## src/hw/rtl/abl_pkg.sv

```systemverilog
// Package for the address blocklist unit: sizes, request kinds, status codes
// and the time constants. No dependencies.
package abl_pkg;

    localparam int MAX_ENTRIES_DEF = 64;

    localparam logic [2:0] KIND_ADD    = 3'd0;
    localparam logic [2:0] KIND_REMOVE = 3'd1;
    localparam logic [2:0] KIND_CHECK  = 3'd2;
    localparam logic [2:0] KIND_EXPIRE = 3'd3;
    localparam logic [2:0] KIND_GET    = 3'd4;

    localparam logic [1:0] STATUS_OK       = 2'd0;
    localparam logic [1:0] STATUS_NOTFOUND = 2'd1;
    localparam logic [1:0] STATUS_FULL     = 2'd2;

    localparam logic [31:0] PERM_STAMP = 32'hffff_ffff;

    // Minutes are rounded up: (seconds + 59) / 60.
    localparam logic [6:0]  SEC_PER_MIN  = 7'd60;
    localparam logic [32:0] ROUND_UP_SEC = 33'd59;
    // ceil(2^35 / 15): x / 60 is (x >> 2) * MIN_RECIP >> 35 for x below 2^33.
    localparam logic [31:0] MIN_RECIP    = 32'h8888_8889;

endpackage

```

## src/hw/rtl/abl_div.sv

```systemverilog
// Converts a remaining time in seconds into minutes, rounded up, by a reciprocal
// multiplication; the sum is registered, then the product. Uses abl_pkg.
module abl_div
    import abl_pkg::*;
(
    input  logic        clk,
    input  logic        rst_n,
    input  logic        start,
    input  logic [31:0] seconds,
    output logic        done,
    output logic [26:0] minutes
);

    logic [32:0] sum_reg, sum_next;
    logic [62:0] prod_reg, prod_next;
    logic        busy_reg, busy_next;
    logic        done_reg, done_next;

    always_comb
    begin
        sum_next  = sum_reg;
        prod_next = prod_reg;
        busy_next = 1'b0;
        done_next = 1'b0;
        if (start)
        begin
            sum_next  = {1'b0, seconds} + ROUND_UP_SEC;
            busy_next = 1'b1;
        end
        else if (busy_reg)
        begin
            // Dividing by 4 first leaves a division by 15 of a 31-bit value.
            prod_next = 63'(sum_reg[32:2]) * 63'(MIN_RECIP);
            done_next = 1'b1;
        end
    end

    always_ff @(posedge clk or negedge rst_n)
    begin
        if (!rst_n)
        begin
            busy_reg <= 1'b0;
            done_reg <= 1'b0;
        end
        else
        begin
            busy_reg <= busy_next;
            done_reg <= done_next;
        end
    end

    always_ff @(posedge clk)
    begin
        sum_reg  <= sum_next;
        prod_reg <= prod_next;
    end

    assign done    = done_reg;
    assign minutes = prod_reg[61:35];

endmodule

```

## config.mk

```make
export PLATFORM = sky130hd
export DESIGN_NAME = abl_div
export DESIGN_NICKNAME = d
export VERILOG_FILES = /design/src/hw/rtl/abl_pkg.sv /design/src/hw/rtl/abl_div.sv
export SDC_FILE = /design/constraint.sdc
export NUM_CORES = 1
export LEC_CHECK = 0
export ABC_AREA = 1
export BUFFER_PORTS_ARGS = -buffer_cell sky130_fd_sc_hd__buf_4
export CORE_MARGIN = 2
export CORE_UTILIZATION = 60
export CTS_CLUSTER_SIZE = 25
export DETAILED_ROUTE_END_ITERATION = 10
export HOLD_SLACK_MARGIN = 0.06
export MAX_ROUTING_LAYER = met4
export PLACE_DENSITY = 0.78
export SLEW_MARGIN = 15
export SYNTH_ARGS = -nofsm -noshare
export SYNTH_HDL_FRONTEND = slang
export SYNTH_SLANG_ARGS = --single-unit
export TNS_END_PERCENT = 100
```

## constraint.sdc

```tcl
create_clock -name clk -period 6.3 [get_ports clk]
set_input_delay 0.63 -clock clk [delete_from_list [all_inputs] [get_ports clk]]
set_output_delay 0.63 -clock clk [all_outputs]
set_load 0.02 [all_outputs]
```

# Word level (Yosys, flattened, before mapping)
# Index checks and enable logic that the tools add are counted.
# totals
register_bits,97
in_bits,35
output_inout_bits,28
elab_cells,11
# op_classes
n_addsub,1
multipliers,1
muxes,3
n_bitwise,1
reduce_logical,1
# op_table
op,count
31-bit by 32-bit multiplier with 62-bit output (second input constant),1
32-bit by 6-bit adder with 33-bit output (second input constant),1
1-bit 2-to-1 mux,3
2-bit AND reduction,1
1-bit NOT,1

# Logic depth before layout (Yosys ltp)
# Gate-level depths: netlist of the first run.
# logic_depth
word_depth,2
depth_mapped,26
mapped_depth_nobuf,26

# Least setup slack after synthesis of the first run
# Ideal clock, no wire load.
# synth_path
path_type,register -> register
from,register sum_reg[28]
to,"register prod_reg[51], data pin"
setup_ns,0.253
arrival_ns,4.846
required_time_ns,6.047
path_slack_ns,1.201
stages_incl_launch_ff,20
path_buffers,0
synth_period_minus_slack_ns,5.099
path_cell_list,edfxtp_1 ha_1 fa_1 inv_1 fa_1 fa_1 inv_1 fa_1 fa_1 ha_1 ha_1 nand2_1 inv_1 a21oi_1 nand2_1 o21bai_1 nand2_1 nand3_1 nand2_1 nand2_1
# synth_between
elab_chain_cells,1
# synth_lines
element,line,rtl
from (decl),abl_div.sv:14,"logic [32:0] sum_reg, sum_next;"
from (signal assigned),abl_div.sv:54,sum_reg <= sum_next;
31-bit by 32-bit multiplier with 62-bit output,abl_div.sv:33,prod_next = 63'(sum_reg[32:2]) * 63'(MIN_RECIP);
to (signal assigned),abl_div.sv:55,prod_reg <= prod_next;
to (decl),abl_div.sv:15,"logic [62:0] prod_reg, prod_next;"
# No other way between the ends.
# A chain may end at the register's enable or synchronous reset.

# Worst setup path after layout of the first run
# layout_path
from,register sum_reg[10]
to,"register prod_reg[58], data pin"
# Same word-level chain as after synthesis.

==> impl_metrics.yaml, run 1 <==
timing:
  setup_viol: 0
  setup_slack_ps: 394
  rsz0062_at_grt: "no"
  finalSetupTns_ps: 0
  hold_violations: 0
  finalCriticalPeriod_ps: 5910
  drv_slew: 0
  tightest_slew_ps: 670
  fin_crit_sh_pct: 93.7
  slew_headroom_pct: 55.3
  fmax_mhz: 169
  fin_skew_ps: 17.1
layout:
  nNetsFinal: 2241
  largest_reg_flops: 31
  stdcell_count: 2114
  final_area_um2: 14100
  num-fill-cells: 1898
  drive_gt1_share_pct: 7.61
  area_growth_pct: 8.49
  antenna_cells: 0
drt:
  routedWlPerCell_um: 17.0
  drt-initial-drc-count: 555
  vias: 10900
  first_pass_iters: 5
  wirelength_um: 35900
  drc: 0
  antenna_left: 0
  vias_per_cell: 5.13
global_routing:
  grt_pass1_vias: 10700
  grt_use_total_pct: 33.9
  grt_max_degree: 34
  overflow: 0
  antenna_found_initial: 0
  grt_pass1_wl_um: 55400
setup_path:
  cp_max_fo: 4
  crit_family: "adder cells"
  worst_path_most_repeated_cell: "nand2_1"
  end_kind: "flop"
  slowest_stage: "fa_1"
  reg2reg_slack_ps: 390
  r2r_end: "prod_reg[58]"
  arrival_ps: 6020
  cp.required_ps: 6410
  path_cells: "ha_1, ha_1, inv_1, fa_1, inv_1, fa_1, inv_1, fa_1, inv_1, fa_1, ha_1, ha_1, nand2_1, inv_1, nand2_1, nand2_1, a21oi_1, nand3_1, nand2_1, nand3_1, nand2_1, nand2_1"
  cp_num_buf_inv: 5
  startpoint_type: "flop"
  max_stage_delay_ps: 640
  worstSetupPathType: "reg2reg"
  rr_startpoint: "sum_reg[10]"
  reg2regPathDepth: 22
clock_tree:
  cts_resized: 0
  postCtsHoldBufs: 1
  cts_buffers: 9
  h-tree-depth: 3
  clockBufferDepth: 2
  clock_sinks: 60
  tritoncts: "built"
  cts.clk_slew.worst_paths_ps: 60
  root_buffer: "clkbuf_16"
  clk_latency_ps: 360
  post-cts-setup-buffer-count: 0
die:
  die_w_um: 151
  io_pins: 63
  core_um2: 21100
  rows: 53
  fp.dieArea_um2: 22800
  start_util_pct: 61.5
  die_h_um: 151
place:
  globalplace.congestion: 1.03
  dp_slack_ps: 438
  placed_cell_area_um2: 13800
  place_inst: 2097
  dpl.hpwl_um: 32000
  portBuffers: 62
synth:
  synthAdderAreaFrac_pct: 42.7
  syn-num-nets: 2166
  synth.distinct_cells: 33
  ys_seq_elements: 60
  synth_top_area_share_pct: 24.5
  synth-xor-area-share_pct: 1.76
  ys_top_cells_by_area: "ha_1, fa_1, nand2_1"
  seq_area_frac_synth_pct: 13.8
  netlist_area_um2: 13000
  synth_warnings: 0
  synth_cells: 1759
  syn_avg_cell_area_um2: 7.37
  synth_top_family_by_area: "adder cells"
  synth_compound_area_share_pct: 3.47
  yosys.area.top_type: "ha_1"
  yosys.area_share.simple_pct: 24.6
  synthMuxAreaShare_pct: 0
min_path:
  hold_path_depth: 2
  hp-start: "busy_reg"
  holdPathEnd: "done"
  holdCritPathClass: "reg2reg"
status:
  outcome: "finished, final reports clean"
flow_run:
  cap_violations: 0
synth_stat cells, drive strengths merged:
library cell	instances
nor2	133
o21ai	12
xor2	21
a21o	3
dfrtp	2
nor3	23
and3	1
inv	471
or2	2
o21bai	13
nand3	60
nand4	19
ha	254
o21a	2
nand2	504
edfxtp	58
and2	1
nor4	5
nand3b	2
fa	118
a21oi	49
xnor2	5
o311ai	1
tightest hold or removal path: stages (launching register included):
cell,delay [ps]
dfrtp_1,360
inv_1,60
nor2_2,40
layout by cell type, fill, tap and decap left out, drive strengths merged:
cell,Yosys,final
clkinvlp,0,3
nand2,504,504
xor2,21,21
fa,118,118
clkinv,0,3
nor4,5,5
a21o,3,3
ha,254,254
nand4,19,19
clkbuf,0,10
nand3b,2,2
nor3,23,23
o21bai,13,13
dlygate4sd3,0,1
edfxtp,58,58
and2,1,1
xnor2,5,5
nor2,133,133
dfrtp,2,2
buf,0,63
a21oi,49,49
and3,1,1
or2,2,2
o311ai,1,1
nand3,60,60
o21ai,12,12
inv,471,471
o21a,2,2
worst max path at each step:
stage / start / end / slack [ps] / cells after the start
after floorplan: sum_reg[28] / prod_reg[51] / 1200 / 19
after global placement: sum_reg[10] / prod_reg[58] / 520 / 22
after detailed placement: sum_reg[10] / prod_reg[58] / 440 / 22
after CTS: sum_reg[10] / prod_reg[58] / 420 / 22
after global routing: sum_reg[10] / prod_reg[58] / 90 / 22
final: sum_reg[10] / prod_reg[58] / 390 / 22
layer usage:
| layer | wire length (µm) | GRT usage (%) | vias to the layer above | part of all wire, % |
|---|---|---|---|---|
| met5 | 0 | - | - | 0 |
| met4 | 1100 | 10.7 | 0 | 3.1 |
| met3 | 1960 | 5.27 | 47 | 5.5 |
| met2 | 16600 | 55.5 | 284 | 46 |
| met1 | 16200 | 43.5 | 4997 | 45 |
| li1 | - | - | 5525 | - |
logic make-up after synthesis:
group | after synthesis
AOI/OAI and AO/OA | 80
and+or+nand+nor | 750
adders and majority gates | 372
buffers and inverters | 471
DFF | 60
xor gates and xnor gates | 26
per-stage QoR:
step / utilization [%] / hold slack (ps)
after CTS: 66.7 / 509
after global placement: 65.3 / 413
final: 66.7 / 506
after detailed placement: 65.3 / 415
after global routing: 66.7 / 516
after floorplan: - / 334
cell type report:
| class | count | area, µm² | share of cell area [%] |
|---|---|---|---|
| clock buffer | 10 | 229 | 1.63 |
| inverter | 471 | 1770 | 12.6 |
| sequential | 60 | 1790 | 12.7 |
| tap | 275 | 344 | 2.45 |
| timing repair buffer | 64 | 483 | 3.43 |
| multi-input combinational | 1228 | 9400 | 66.9 |
| clock inverter | 6 | 41.3 | 0.294 |
Power of run 1 is not shown: default switching activity piles up to over one toggle a cycle in this logic, so the estimate is an artifact.
==> run 2: changes to the inputs <==
--- a/config.mk
+++ b/config.mk
@@ -8,12 +8,13 @@
 export ABC_AREA = 1
 export BUFFER_PORTS_ARGS = -buffer_cell sky130_fd_sc_hd__buf_4
 export CORE_MARGIN = 2
-export CORE_UTILIZATION = 60
+export CORE_UTILIZATION = 45
 export CTS_CLUSTER_SIZE = 25
 export DETAILED_ROUTE_END_ITERATION = 10
+export GPL_ROUTABILITY_DRIVEN = 0
 export HOLD_SLACK_MARGIN = 0.06
 export MAX_ROUTING_LAYER = met4
-export PLACE_DENSITY = 0.78
+export PLACE_DENSITY = 0.62
 export SLEW_MARGIN = 15
 export SYNTH_ARGS = -nofsm -noshare
 export SYNTH_HDL_FRONTEND = slang
==> run 2 against run 1 <==
Against the previous run:
- setup slack gained 290 ps
- routed wire length is 4.9% lower
- core utilization decreased by 17 points
- non-clock buffer count is the same
- global-route usage down 9.6 points
- critical path type unchanged
- highest routed layer unchanged
==> impl_metrics.yaml, run 2 (same netlist as run 1, synthesis figures left out) <==
status:
  outcome: "finished, final reports clean"
drt:
  drt-initial-drc-count: 697
  drc: 0
  vias_per_cell: 4.82
  wirelength_um: 34100
  first_pass_iters: 5
  antenna_left: 0
  vias: 10700
  routedWlPerCell_um: 15.3
global_routing:
  overflow: 0
  antenna_found_initial: 0
  grt_use_total_pct: 24.3
  use_met1_pct: 31.0
  grt_pass1_vias: 10800
  grt_pass1_wl_um: 55300
  met3_usage_pct: 3.73
  grt_max_degree: 34
  busiest_layer: "met2"
  grt_util_met2_pct: 39.3
timing:
  finalSetupTns_ps: 0
  finalCriticalPeriod_ps: 5610
  setup_viol: 0
  fin_skew_ps: 10.0
  fmax_mhz: 178
  slew_headroom_pct: 68.5
  tightest_slew_ps: 471
  drv_slew: 0
  fin_crit_sh_pct: 89.1
  hold_violations: 0
  setup_slack_ps: 687
  rsz0062_at_grt: "no"
setup_path:
  worstSetupPathType: "reg2reg"
  max_stage_delay_ps: 590
  reg2reg_slack_ps: 690
  startpoint_type: "flop"
  cp.required_ps: 6400
  end_kind: "flop"
  slowest_stage: "fa_1"
  worst_path_most_repeated_cell: "fa_1"
  path_cells: "ha_1, fa_1, inv_1, fa_1, fa_1, inv_1, fa_1, fa_1, ha_1, ha_1, nand2_1, nor2_1, inv_2, nor2_2, nand2_1, nor3_2, nand2_1, nand4_1, nand2_1"
  cp_max_fo: 5
  arrival_ps: 5720
place:
  dpl.hpwl_um: 30500
  place_inst: 2206
  portBuffers: 62
  dp_slack_ps: 697
die:
  fp.dieArea_um2: 30200
  core_um2: 28500
  die_h_um: 174
  die_w_um: 174
  io_pins: 63
  rows: 62
  start_util_pct: 45.4
clock_tree:
  h-tree-depth: 3
  cts_resized: 0
  cts.clk_slew.worst_paths_ps: 60
  cts_buffers: 9
  root_buffer: "clkbuf_16"
  tritoncts: "built"
  postCtsHoldBufs: 1
  clk_latency_ps: 350
  post-cts-setup-buffer-count: 0
  clock_sinks: 60
  clockBufferDepth: 2
layout:
  drive_gt1_share_pct: 7.61
  num-fill-cells: 2904
  ff_latch_area_um2: 1790
  antenna_cells: 0
  final_cell_mix: "nand2_1, inv_1, ha_1, fa_1, nor2_1"
  stdcell_count: 2223
  largest_reg_flops: 31
  mostFrequentLayoutCell: "nand2_1"
  area_growth_pct: 10.1
  nNetsFinal: 2241
  multi_input_area_um2: 9400
flow_run:
  cap_violations: 0
min_path:
  holdCritPathClass: "in2reg"
run 2: critical path, delay by kind of cell (launching register included):
kind | cells | cell delay, ps
simple gates | 8 | 1060
fa+ha+maj | 8 | 3640
buf+inv | 3 | 230
flops | 1 | 440
run 2: per-stage QoR:
stage                     hold slack (ps)  util (%)  area [µm²]
final                                 589      50.0       14300
after global routing                  597      50.0       14300
after CTS                             581      50.0       14300
after detailed placement              414      48.8       13900
after global placement                413      48.8       13900
after floorplan                       334         -       13000
run 2: path summary, 6_finish.rpt:
check,cells past startpoint,endpoint,startpoint
setup reg to reg,19,prod_reg[49],sum_reg[32]
hold reg to reg,3,done,busy_reg
max in group asynchronous,2,busy_reg,rst_n
setup / recovery,19,prod_reg[49],sum_reg[32]
hold / removal,2,sum_reg[16],seconds[16]
min in group asynchronous,2,done,rst_n
run 2: area by class of cell:
class,count,share of cell area (%)
Inverter,471,12.4
Sequential cell,60,12.6
Tap cell,384,3.37
Clock buffer,13,1.89
Timing Repair Buffer,64,3.39
Clock inverter,3,0.474
Multi-Input combinational cell,1228,65.9
run 2: per-layer routing:
layer  part of all wire (%)  up-vias
li1                       -     5524
met1                     46     4847
met2                     45      296
met3                    5.3       54
met4                    3.6        0
met5                      0        -
Power of run 2 is left out for the same reason.
